===== src/rob_pkg.sv =====
`timescale 1ns / 1ps
// ----------------------------------------------------------------------------
// Reorder buffer package
// Field widths, stream packing and fixed limits shared by the reorder buffer
// modules.
// ----------------------------------------------------------------------------
package rob_pkg;

    // Width of a sequence id, of the length register and of the head pointer.
    localparam int LEN_W = 6;
    // Width of the payload field on the input and output streams.
    localparam int DATA_W = 32;
    // Width of the released slot field on the output stream.
    localparam int SLOT_OUT_W = 5;

    // Packed stream widths, rounded up to whole bytes.
    localparam int IN_TDATA_W = ((LEN_W + DATA_W + 7) / 8) * 8;
    localparam int OUT_TDATA_W = ((DATA_W + SLOT_OUT_W + 7) / 8) * 8;

    // Length register value after reset.
    localparam logic [LEN_W-1:0] LEN_RESET = 6'd32;

    // Most slots that one transaction may release.
    localparam int MAX_RESULTS = 32;
    localparam int CNT_W = $clog2(MAX_RESULTS + 1);

    // Back end sequencer states.
    typedef enum logic [1:0] {
        ST_IDLE = 2'b01,
        ST_EMIT = 2'b10
    } back_state_t;

endpackage


===== src/rob_front.sv =====
`timescale 1ns / 1ps
// ----------------------------------------------------------------------------
// Reorder buffer front end
// Accepts input transactions, drops ids outside the active length and queues
// the rest as slot writes in a two-entry command queue.
// ----------------------------------------------------------------------------
module rob_front #(
    parameter int SLOT_W = 5
) (
    input  logic                      clk,
    input  logic                      rst_n,
    input  logic [rob_pkg::LEN_W-1:0] act_len,
    input  logic                      in_valid,
    output logic                      in_ready,
    input  logic [rob_pkg::LEN_W-1:0] in_id,
    input  logic [rob_pkg::DATA_W-1:0] in_payload,
    output logic                      cmd_valid,
    input  logic                      cmd_ready,
    output logic [SLOT_W-1:0]         cmd_slot,
    output logic [rob_pkg::DATA_W-1:0] cmd_payload
);

    logic [SLOT_W-1:0]          slot_q_reg [2];
    logic [rob_pkg::DATA_W-1:0] data_q_reg [2];
    logic [1:0]                 count_reg;
    logic [1:0]                 count_next;
    logic                       wr_ptr_reg;
    logic                       rd_ptr_reg;
    logic                       id_ok;
    logic                       push;
    logic                       pop;
    logic [rob_pkg::LEN_W-1:0]  id_m1;

    // Classify the incoming id: zero or beyond the active length is dropped.
    assign id_ok = (in_id != '0) && (in_id <= act_len);
    assign id_m1 = in_id - rob_pkg::LEN_W'(1);

    assign in_ready = (count_reg != 2'd2);
    assign push = in_valid && in_ready && id_ok;
    assign pop = cmd_valid && cmd_ready;

    assign cmd_valid = (count_reg != 2'd0);
    assign cmd_slot = slot_q_reg[rd_ptr_reg];
    assign cmd_payload = data_q_reg[rd_ptr_reg];

    // Occupancy follows pushes and pops.
    always_comb
    begin
        count_next = count_reg;
        if (push && !pop)
        begin
            count_next = count_reg + 2'd1;
        end
        else if (pop && !push)
        begin
            count_next = count_reg - 2'd1;
        end
    end

    // Queue pointers and occupancy.
    always_ff @(posedge clk or negedge rst_n)
    begin
        if (!rst_n)
        begin
            count_reg <= 2'd0;
            wr_ptr_reg <= 1'b0;
            rd_ptr_reg <= 1'b0;
        end
        else
        begin
            count_reg <= count_next;
            if (push)
            begin
                wr_ptr_reg <= !wr_ptr_reg;
            end
            if (pop)
            begin
                rd_ptr_reg <= !rd_ptr_reg;
            end
        end
    end

    // Queue storage holds the zero-based slot and the payload.
    always_ff @(posedge clk)
    begin
        if (push)
        begin
            slot_q_reg[wr_ptr_reg] <= id_m1[SLOT_W-1:0];
            data_q_reg[wr_ptr_reg] <= in_payload;
        end
    end

endmodule


===== src/rob_back.sv =====
`timescale 1ns / 1ps
// ----------------------------------------------------------------------------
// Reorder buffer back end
// Writes queued payloads to the slot memory and releases the filled run from
// the head position to the output register, one slot per cycle unless stalled.
// ----------------------------------------------------------------------------
module rob_back #(
    parameter int SLOT_COUNT    = 32,
    parameter int PAYLOAD_WIDTH = 32,
    parameter int SLOT_W        = 5
) (
    input  logic                           clk,
    input  logic                           rst_n,
    input  logic [rob_pkg::LEN_W-1:0]      act_len,
    input  logic                           cmd_valid,
    output logic                           cmd_ready,
    input  logic [SLOT_W-1:0]              cmd_slot,
    input  logic [rob_pkg::DATA_W-1:0]     cmd_payload,
    output logic                           out_valid,
    input  logic                           out_ready,
    output logic [rob_pkg::DATA_W-1:0]     out_payload,
    output logic [rob_pkg::SLOT_OUT_W-1:0] out_slot,
    output logic                           out_last
);

    rob_pkg::back_state_t state_reg;
    rob_pkg::back_state_t state_next;

    logic [PAYLOAD_WIDTH-1:0]           slot_mem [SLOT_COUNT];
    logic [SLOT_COUNT-1:0]              filled_reg;
    logic [SLOT_COUNT-1:0]              filled_next;
    logic [SLOT_COUNT-1:0]              filled_eff;
    logic [rob_pkg::LEN_W-1:0]          head_reg;
    logic [rob_pkg::LEN_W-1:0]          head_next;
    logic [rob_pkg::LEN_W-1:0]          head_inc;
    logic [rob_pkg::CNT_W-1:0]          cnt_reg;
    logic [rob_pkg::CNT_W-1:0]          cnt_next;
    logic [rob_pkg::CNT_W-1:0]          cnt_inc;
    logic [PAYLOAD_WIDTH-1:0]           rd_data_reg;
    logic [PAYLOAD_WIDTH-1:0]           wr_data;
    logic [63:0]                        wr_ext;
    logic [63:0]                        rd_ext;
    logic                               out_valid_reg;
    logic [rob_pkg::DATA_W-1:0]         out_payload_reg;
    logic [rob_pkg::SLOT_OUT_W-1:0]     out_slot_reg;
    logic                               out_last_reg;
    logic                               pop;
    logic                               load;
    logic                               head_rel;
    logic                               next_rel;

    // Payload is trimmed to the stored width and widened back for the output.
    assign wr_ext = 64'(cmd_payload);
    assign wr_data = wr_ext[PAYLOAD_WIDTH-1:0];
    assign rd_ext = 64'(rd_data_reg);

    assign cmd_ready = (state_reg == rob_pkg::ST_IDLE);
    assign pop = cmd_valid && cmd_ready;
    assign load = (state_reg == rob_pkg::ST_EMIT) && (!out_valid_reg || out_ready);

    // Filled bits as seen right after the current write.
    always_comb
    begin
        filled_eff = filled_reg;
        if (pop)
        begin
            filled_eff[cmd_slot] = 1'b1;
        end
    end

    // Head slot releasable at the end of a write.
    assign head_rel = (head_reg < act_len) && filled_eff[head_reg[SLOT_W-1:0]];

    // Slot after the one being emitted, for the last flag and the next read.
    assign head_inc = head_reg + rob_pkg::LEN_W'(1);
    assign cnt_inc = cnt_reg + rob_pkg::CNT_W'(1);
    assign next_rel = (head_inc < act_len) && filled_reg[head_inc[SLOT_W-1:0]]
                      && (cnt_inc < rob_pkg::CNT_W'(rob_pkg::MAX_RESULTS));

    // Sequencer: a write, then one release per cycle while the output can take it.
    always_comb
    begin
        state_next = state_reg;
        filled_next = filled_eff;
        head_next = head_reg;
        cnt_next = cnt_reg;
        unique case (state_reg)
            rob_pkg::ST_IDLE:
            begin
                if (pop)
                begin
                    cnt_next = '0;
                    if (head_rel)
                    begin
                        state_next = rob_pkg::ST_EMIT;
                    end
                end
            end
            rob_pkg::ST_EMIT:
            begin
                if (load)
                begin
                    head_next = head_inc;
                    cnt_next = cnt_inc;
                    if (!next_rel)
                    begin
                        state_next = rob_pkg::ST_IDLE;
                    end
                end
            end
            default:
            begin
                state_next = rob_pkg::ST_IDLE;
            end
        endcase
    end

    // Control state.
    always_ff @(posedge clk or negedge rst_n)
    begin
        if (!rst_n)
        begin
            state_reg <= rob_pkg::ST_IDLE;
            filled_reg <= '0;
            head_reg <= '0;
            cnt_reg <= '0;
            out_valid_reg <= 1'b0;
        end
        else
        begin
            state_reg <= state_next;
            filled_reg <= filled_next;
            head_reg <= head_next;
            cnt_reg <= cnt_next;
            if (load)
            begin
                out_valid_reg <= 1'b1;
            end
            else if (out_ready)
            begin
                out_valid_reg <= 1'b0;
            end
        end
    end

    // Slot memory: one write port, one registered read port.
    always_ff @(posedge clk)
    begin
        if (pop)
        begin
            slot_mem[cmd_slot] <= wr_data;
            if (cmd_slot == head_reg[SLOT_W-1:0])
            begin
                rd_data_reg <= wr_data;
            end
            else
            begin
                rd_data_reg <= slot_mem[head_reg[SLOT_W-1:0]];
            end
        end
        else if (load)
        begin
            rd_data_reg <= slot_mem[head_inc[SLOT_W-1:0]];
        end
    end

    // Output register.
    always_ff @(posedge clk)
    begin
        if (load)
        begin
            out_payload_reg <= rd_ext[rob_pkg::DATA_W-1:0];
            out_slot_reg <= head_reg[rob_pkg::SLOT_OUT_W-1:0];
            out_last_reg <= !next_rel;
        end
    end

    assign out_valid = out_valid_reg;
    assign out_payload = out_payload_reg;
    assign out_slot = out_slot_reg;
    assign out_last = out_last_reg;

endmodule


===== src/in_order_release_buffer.sv =====
`timescale 1ns / 1ps
// ----------------------------------------------------------------------------
// In-order release buffer
// Reorder buffer: stores payloads by sequence id and releases them in order
// from the head position up to the first empty slot or the active length.
// ----------------------------------------------------------------------------
//  Channel   Direction  Fields
//  s_axis    in         tdata: sequence_id, payload
//  m_axis    out        tdata: released_payload, released_slot; tlast: run_last
//  cfg       in         data: stream_length
//
//  A stored transaction is written, then releases one slot per cycle while the
//  output accepts, a rate set by the single read port of the slot memory.
//  A two-entry command queue lets input transactions arrive while a run drains.
//  Reset clears the filled bits and the head at once; no clearing pass.
//  A stalled output holds the release sequence in place without loss.
// ----------------------------------------------------------------------------
module in_order_release_buffer #(
    parameter int SLOT_COUNT    = 32,
    parameter int PAYLOAD_WIDTH = 32
) (
    input  logic                                clk,
    input  logic                                rst_n,
    // Bits [5:0] sequence_id, [37:6] payload, rest zero.
    input  logic [rob_pkg::IN_TDATA_W-1:0]      s_axis_tdata,
    input  logic                                s_axis_tvalid,
    output logic                                s_axis_tready,
    // Bits [31:0] released_payload, [36:32] released_slot, rest zero.
    output logic [rob_pkg::OUT_TDATA_W-1:0]     m_axis_tdata,
    output logic                                m_axis_tlast,
    output logic                                m_axis_tvalid,
    input  logic                                m_axis_tready,
    input  logic [rob_pkg::LEN_W-1:0]           cfg_data,
    input  logic                                cfg_valid,
    output logic                                cfg_ready
);

    localparam int SLOT_W = (SLOT_COUNT > 1) ? $clog2(SLOT_COUNT) : 1;

    logic [rob_pkg::LEN_W-1:0]      len_reg;
    logic [rob_pkg::LEN_W-1:0]      act_len;
    logic                           cmd_valid;
    logic                           cmd_ready;
    logic [SLOT_W-1:0]              cmd_slot;
    logic [rob_pkg::DATA_W-1:0]     cmd_payload;
    logic [rob_pkg::DATA_W-1:0]     out_payload;
    logic [rob_pkg::SLOT_OUT_W-1:0] out_slot;

    // Length register, always ready for a write.
    assign cfg_ready = 1'b1;

    always_ff @(posedge clk or negedge rst_n)
    begin
        if (!rst_n)
        begin
            len_reg <= rob_pkg::LEN_RESET;
        end
        else if (cfg_valid && cfg_ready)
        begin
            len_reg <= cfg_data;
        end
    end

    // Active length is capped at the slot count.
    assign act_len = (7'(len_reg) > 7'(SLOT_COUNT)) ? rob_pkg::LEN_W'(SLOT_COUNT) : len_reg;

    rob_front #(
        .SLOT_W(SLOT_W)
    ) u_front (
        .clk        (clk),
        .rst_n      (rst_n),
        .act_len    (act_len),
        .in_valid   (s_axis_tvalid),
        .in_ready   (s_axis_tready),
        .in_id      (s_axis_tdata[rob_pkg::LEN_W-1:0]),
        .in_payload (s_axis_tdata[rob_pkg::LEN_W+rob_pkg::DATA_W-1:rob_pkg::LEN_W]),
        .cmd_valid  (cmd_valid),
        .cmd_ready  (cmd_ready),
        .cmd_slot   (cmd_slot),
        .cmd_payload(cmd_payload)
    );

    rob_back #(
        .SLOT_COUNT   (SLOT_COUNT),
        .PAYLOAD_WIDTH(PAYLOAD_WIDTH),
        .SLOT_W       (SLOT_W)
    ) u_back (
        .clk        (clk),
        .rst_n      (rst_n),
        .act_len    (act_len),
        .cmd_valid  (cmd_valid),
        .cmd_ready  (cmd_ready),
        .cmd_slot   (cmd_slot),
        .cmd_payload(cmd_payload),
        .out_valid  (m_axis_tvalid),
        .out_ready  (m_axis_tready),
        .out_payload(out_payload),
        .out_slot   (out_slot),
        .out_last   (m_axis_tlast)
    );

    // Pack the output fields, lowest field first.
    assign m_axis_tdata = rob_pkg::OUT_TDATA_W'({out_slot, out_payload});

endmodule

===== config.mk =====
export PLATFORM = sky130hd
export DESIGN_NAME = in_order_release_buffer
export DESIGN_NICKNAME = d
export VERILOG_FILES = /design/src/rob_pkg.sv /design/src/rob_front.sv /design/src/rob_back.sv /design/src/in_order_release_buffer.sv
export SDC_FILE = /design/constraint.sdc
export NUM_CORES = 2
export LEC_CHECK = 0
export BUFFER_PORTS_ARGS = -buffer_cell sky130_fd_sc_hd__buf_2
export CORE_MARGIN = 4
export CORE_UTILIZATION = 50
export DETAILED_ROUTE_END_ITERATION = 8
export GPL_ROUTABILITY_DRIVEN = 1
export PLACE_DENSITY = 0.76
export SYNTH_ARGS = -nofsm -noshare
export SYNTH_HDL_FRONTEND = slang
export SYNTH_SLANG_ARGS = --single-unit

===== constraint.sdc =====
create_clock -name clk -period 6.2 [get_ports clk]
set_clock_uncertainty 0.1 [all_clocks]
set_input_delay 0 -clock clk [delete_from_list [all_inputs] [get_ports clk]]
set_output_delay 0 -clock clk [all_outputs]
set_load 0.05 [all_outputs]

==> metrics.txt <==
HPWL after DPL=76800 um; WP data required=6.48 ns; vias in the first global route=31500; Worst Min Path Start=s_axis_tdata[29]; cell taking the most area after synthesis=edfxtp_1; Die X=342 um; max cap viols=0; layout cells sized above 1=0.380; Hold Path Class=in2reg; kind of start point of the critical path=flip-flop; largest cells by area after synthesis=edfxtp_1, mux4_2, dfrtp_1, mux2_2, nor2_1; row cnt=122; 1st-pass router iterations=5; CP peak stage delay=0.93 ns; minimum clock period=4.23 ns; Post-synth ARST share=0.0465; Starting Density=0.504; Max Fclk=0.236 GHz; Finished Layout Cells=4436; routed via count=30500; total CTS buffers=121; Crit path arrival time=4.51 ns; R2R cell count=12; first-pass GRT wire length=216000 um; final WL=148000 um; cell count of the worst hold path=2; Yosys reg bits=1225; Reg-to-Reg Start=len_reg[5]$_DFFE_PN1P_; post-CTS sizing=0; crit end category=flip-flop; endpoints failing setup=0; max reg flops=1024; commonest non-fill, non-tap cell in the layout=edfxtp_1; Final Hold Viols=0; sequential area share after synthesis=0.654; worst slew pin tran=1.26 ns; Routed Antenna Nets=0; FF+latch area=36500 um2; CTS clock-pin slew for the worst setup and hold paths=0.06 ns; Global Route Usage Sum=0.255; CTS tree=built; CTS max path bufs=3; Die Height=342 um; drt wl/cell=33.3 um; PD cells=502 nW/um2; Rel. slew slack=0.163; most frequent cells in the layout=edfxtp_1, mux4_2, clkbuf_16; Hold Buf Count CTS=93; largest net degree at the start of global routing=154; I/O Buffers=88; drt drc=0; cells after synthesis=2659; Post-CTS Setup Inserts=0; H-tree levels=3; CP Max Fanout=27; Final Slew Violations=0; crit path cell chain=inv_1 > nand2_1 > ha_1 > nor2b_1 > o21a_1 > o21a_1 > o21a_1 > o21a_1 > o22ai_1 > and4_1 > and2_2 > buf_4; Slowest-stage cell, CP=and2_2; Iter 0 DRT Violations=4126; core area=111000 um2; synthesized area=55800 um2; library cells used by synthesis=76; final worst path period share=0.683; VDD IR max=0.512 mV; io pins=95; P&R area growth vs syn=13.1%; routability congestion estimate=0.864; Die Area=117000 um2; via density per instance=6.87; Crit. Startpoint=len_reg[5]$_DFFE_PN1P_; Post-synth EDFFs=1168; outcome=complete, no violations; area of the multi-input gates=18700 um2; Fill cells=7852; final hold slack=0.0636 ns; Primary FF master, synth=edfxtp_1; Leakage=20.0 nW; antenna violations before repair=3; Clk Latency, worst-skew pair=0.71 ns; RSZ-0062 raised after global routing=no; Most common cell on crit path=o21a_1; Placed Cells=4115; Critical Setup Path Class=reg2reg; Root Driver=clkbuf_16; setup TNS=0 ns; Synth top area share=0.629; warnings from Yosys=0; nets=2917; CTS Sinks=1225; GRT overflow=0; Post-Syn Area per Cell=21.0 um2
stage by stage:
stage | power (W) | cell area [um2] | worst slack [ns] | utilization
3_5_place_dp | 0.0243 | 58200 | 2.03 | 0.526
5_1_grt | 0.0330 | 63100 | 1.82 | 0.570
4_1_cts | 0.0318 | 63100 | 2.07 | 0.570
3_3_place_gp | 0.0240 | 58200 | 2.01 | 0.526
2_1_floorplan | 0.0210 | 55800 | 1.88 | -
6_report | 0.0317 | 63100 | 1.97 | 0.570
worst max-delay path, delay by kind of cell (launching register included):
kind,cells,cell delay (ns)
AND/OR/NAND/NOR,4,1.54
AO/OA/AOI/OAI,5,0.86
buffers and inverters,2,0.58
flip-flops,1,0.55
adder cells (fa/ha/maj),1,0.27
report_power, final:
| group | switching (W) | total [W] | internal [W] |
|---|---|---|---|
| logic | 0.00677 | 0.0130 | 0.00627 |
| clock network | 0.00313 | 0.00736 | 0.00423 |
| registers | 0.000532 | 0.0113 | 0.0107 |
| total | 0.0104 | 0.0317 | 0.0212 |
synth_stat cells, types with 3 or more instances:
master and instances:
a21o_1 3, a21oi_1 36, a31oi_1 34, a32oi_1 4, buf_1 27, buf_2 45
buf_4 6, buf_6 3, clkbuf_1 106, dfrtp_1 55, edfxtp_1 1168, ha_1 23
inv_1 16, inv_2 4, mux2_2 52, mux2i_1 39, mux4_2 644, nand2_1 93
nand2b_1 7, nand3_1 10, nand3_2 3, nand4_1 3, nand4b_1 3, nor2_1 108
nor2b_1 7, nor3_1 11, nor3b_1 3, nor4_1 3, nor4bb_1 3, o211ai_1 5
o21a_1 8, o21ai_0 18, o21bai_1 4, o22ai_1 10, or2_1 4, or2_2 23
xnor2_1 13, xor2_1 10
routing by layer:
layer / global-route usage / share of wire / vias up
met5: 0 / 0 / -
met4: 0.101 / 0.044 / 0
met3: 0.0525 / 0.10 / 370
met2: 0.423 / 0.50 / 2020
met1: 0.334 / 0.35 / 16200
li1: - / - / 11900
final timing paths:
kind	endpoint	slack, ns
max in group asynchronous	u_back.head_reg[1]$_DFFE_PN0P_	4.88
min in group asynchronous	len_reg[1]$_DFFE_PN0P_	0.53
worst min-delay path	u_front.data_q_reg[0][23]$_DFFE_PP_	0.06
worst min register to register	u_back.out_payload[13]$_DFFE_PP_	0.32
worst max-delay path	u_front.data_q_reg[1][18]$_DFFE_PP_	1.97
worst max register to register	u_front.data_q_reg[1][18]$_DFFE_PP_	1.97
area by class of cell:
| type | count | share of cell area |
|---|---|---|
| Tap cell | 1488 | 0.0295 |
| Sequential cell | 1225 | 0.579 |
| Clock buffer | 150 | 0.0506 |
| Inverter | 20 | 0.00127 |
| Timing Repair Buffer | 247 | 0.0314 |
| Antenna cell | 1 | 0.0000397 |
| Multi-Input combinational cell | 1228 | 0.296 |
| Clock inverter | 77 | 0.0125 |
cells by family (layout without fill, tap and decap cells):
kind of cell,after synthesis,count (layout),share of synthesized area
buf+inv,208,494,0.0159
compound gates,143,143,0.0170
fa+ha+maj,23,23,0.00516
mux,739,739,0.279
simple gates,296,296,0.0250
flops,1225,1225,0.654
other cells,2,5,0.000135
xor+xnor,23,23,0.00361
Note: power is estimated with default switching activity, not from simulation.
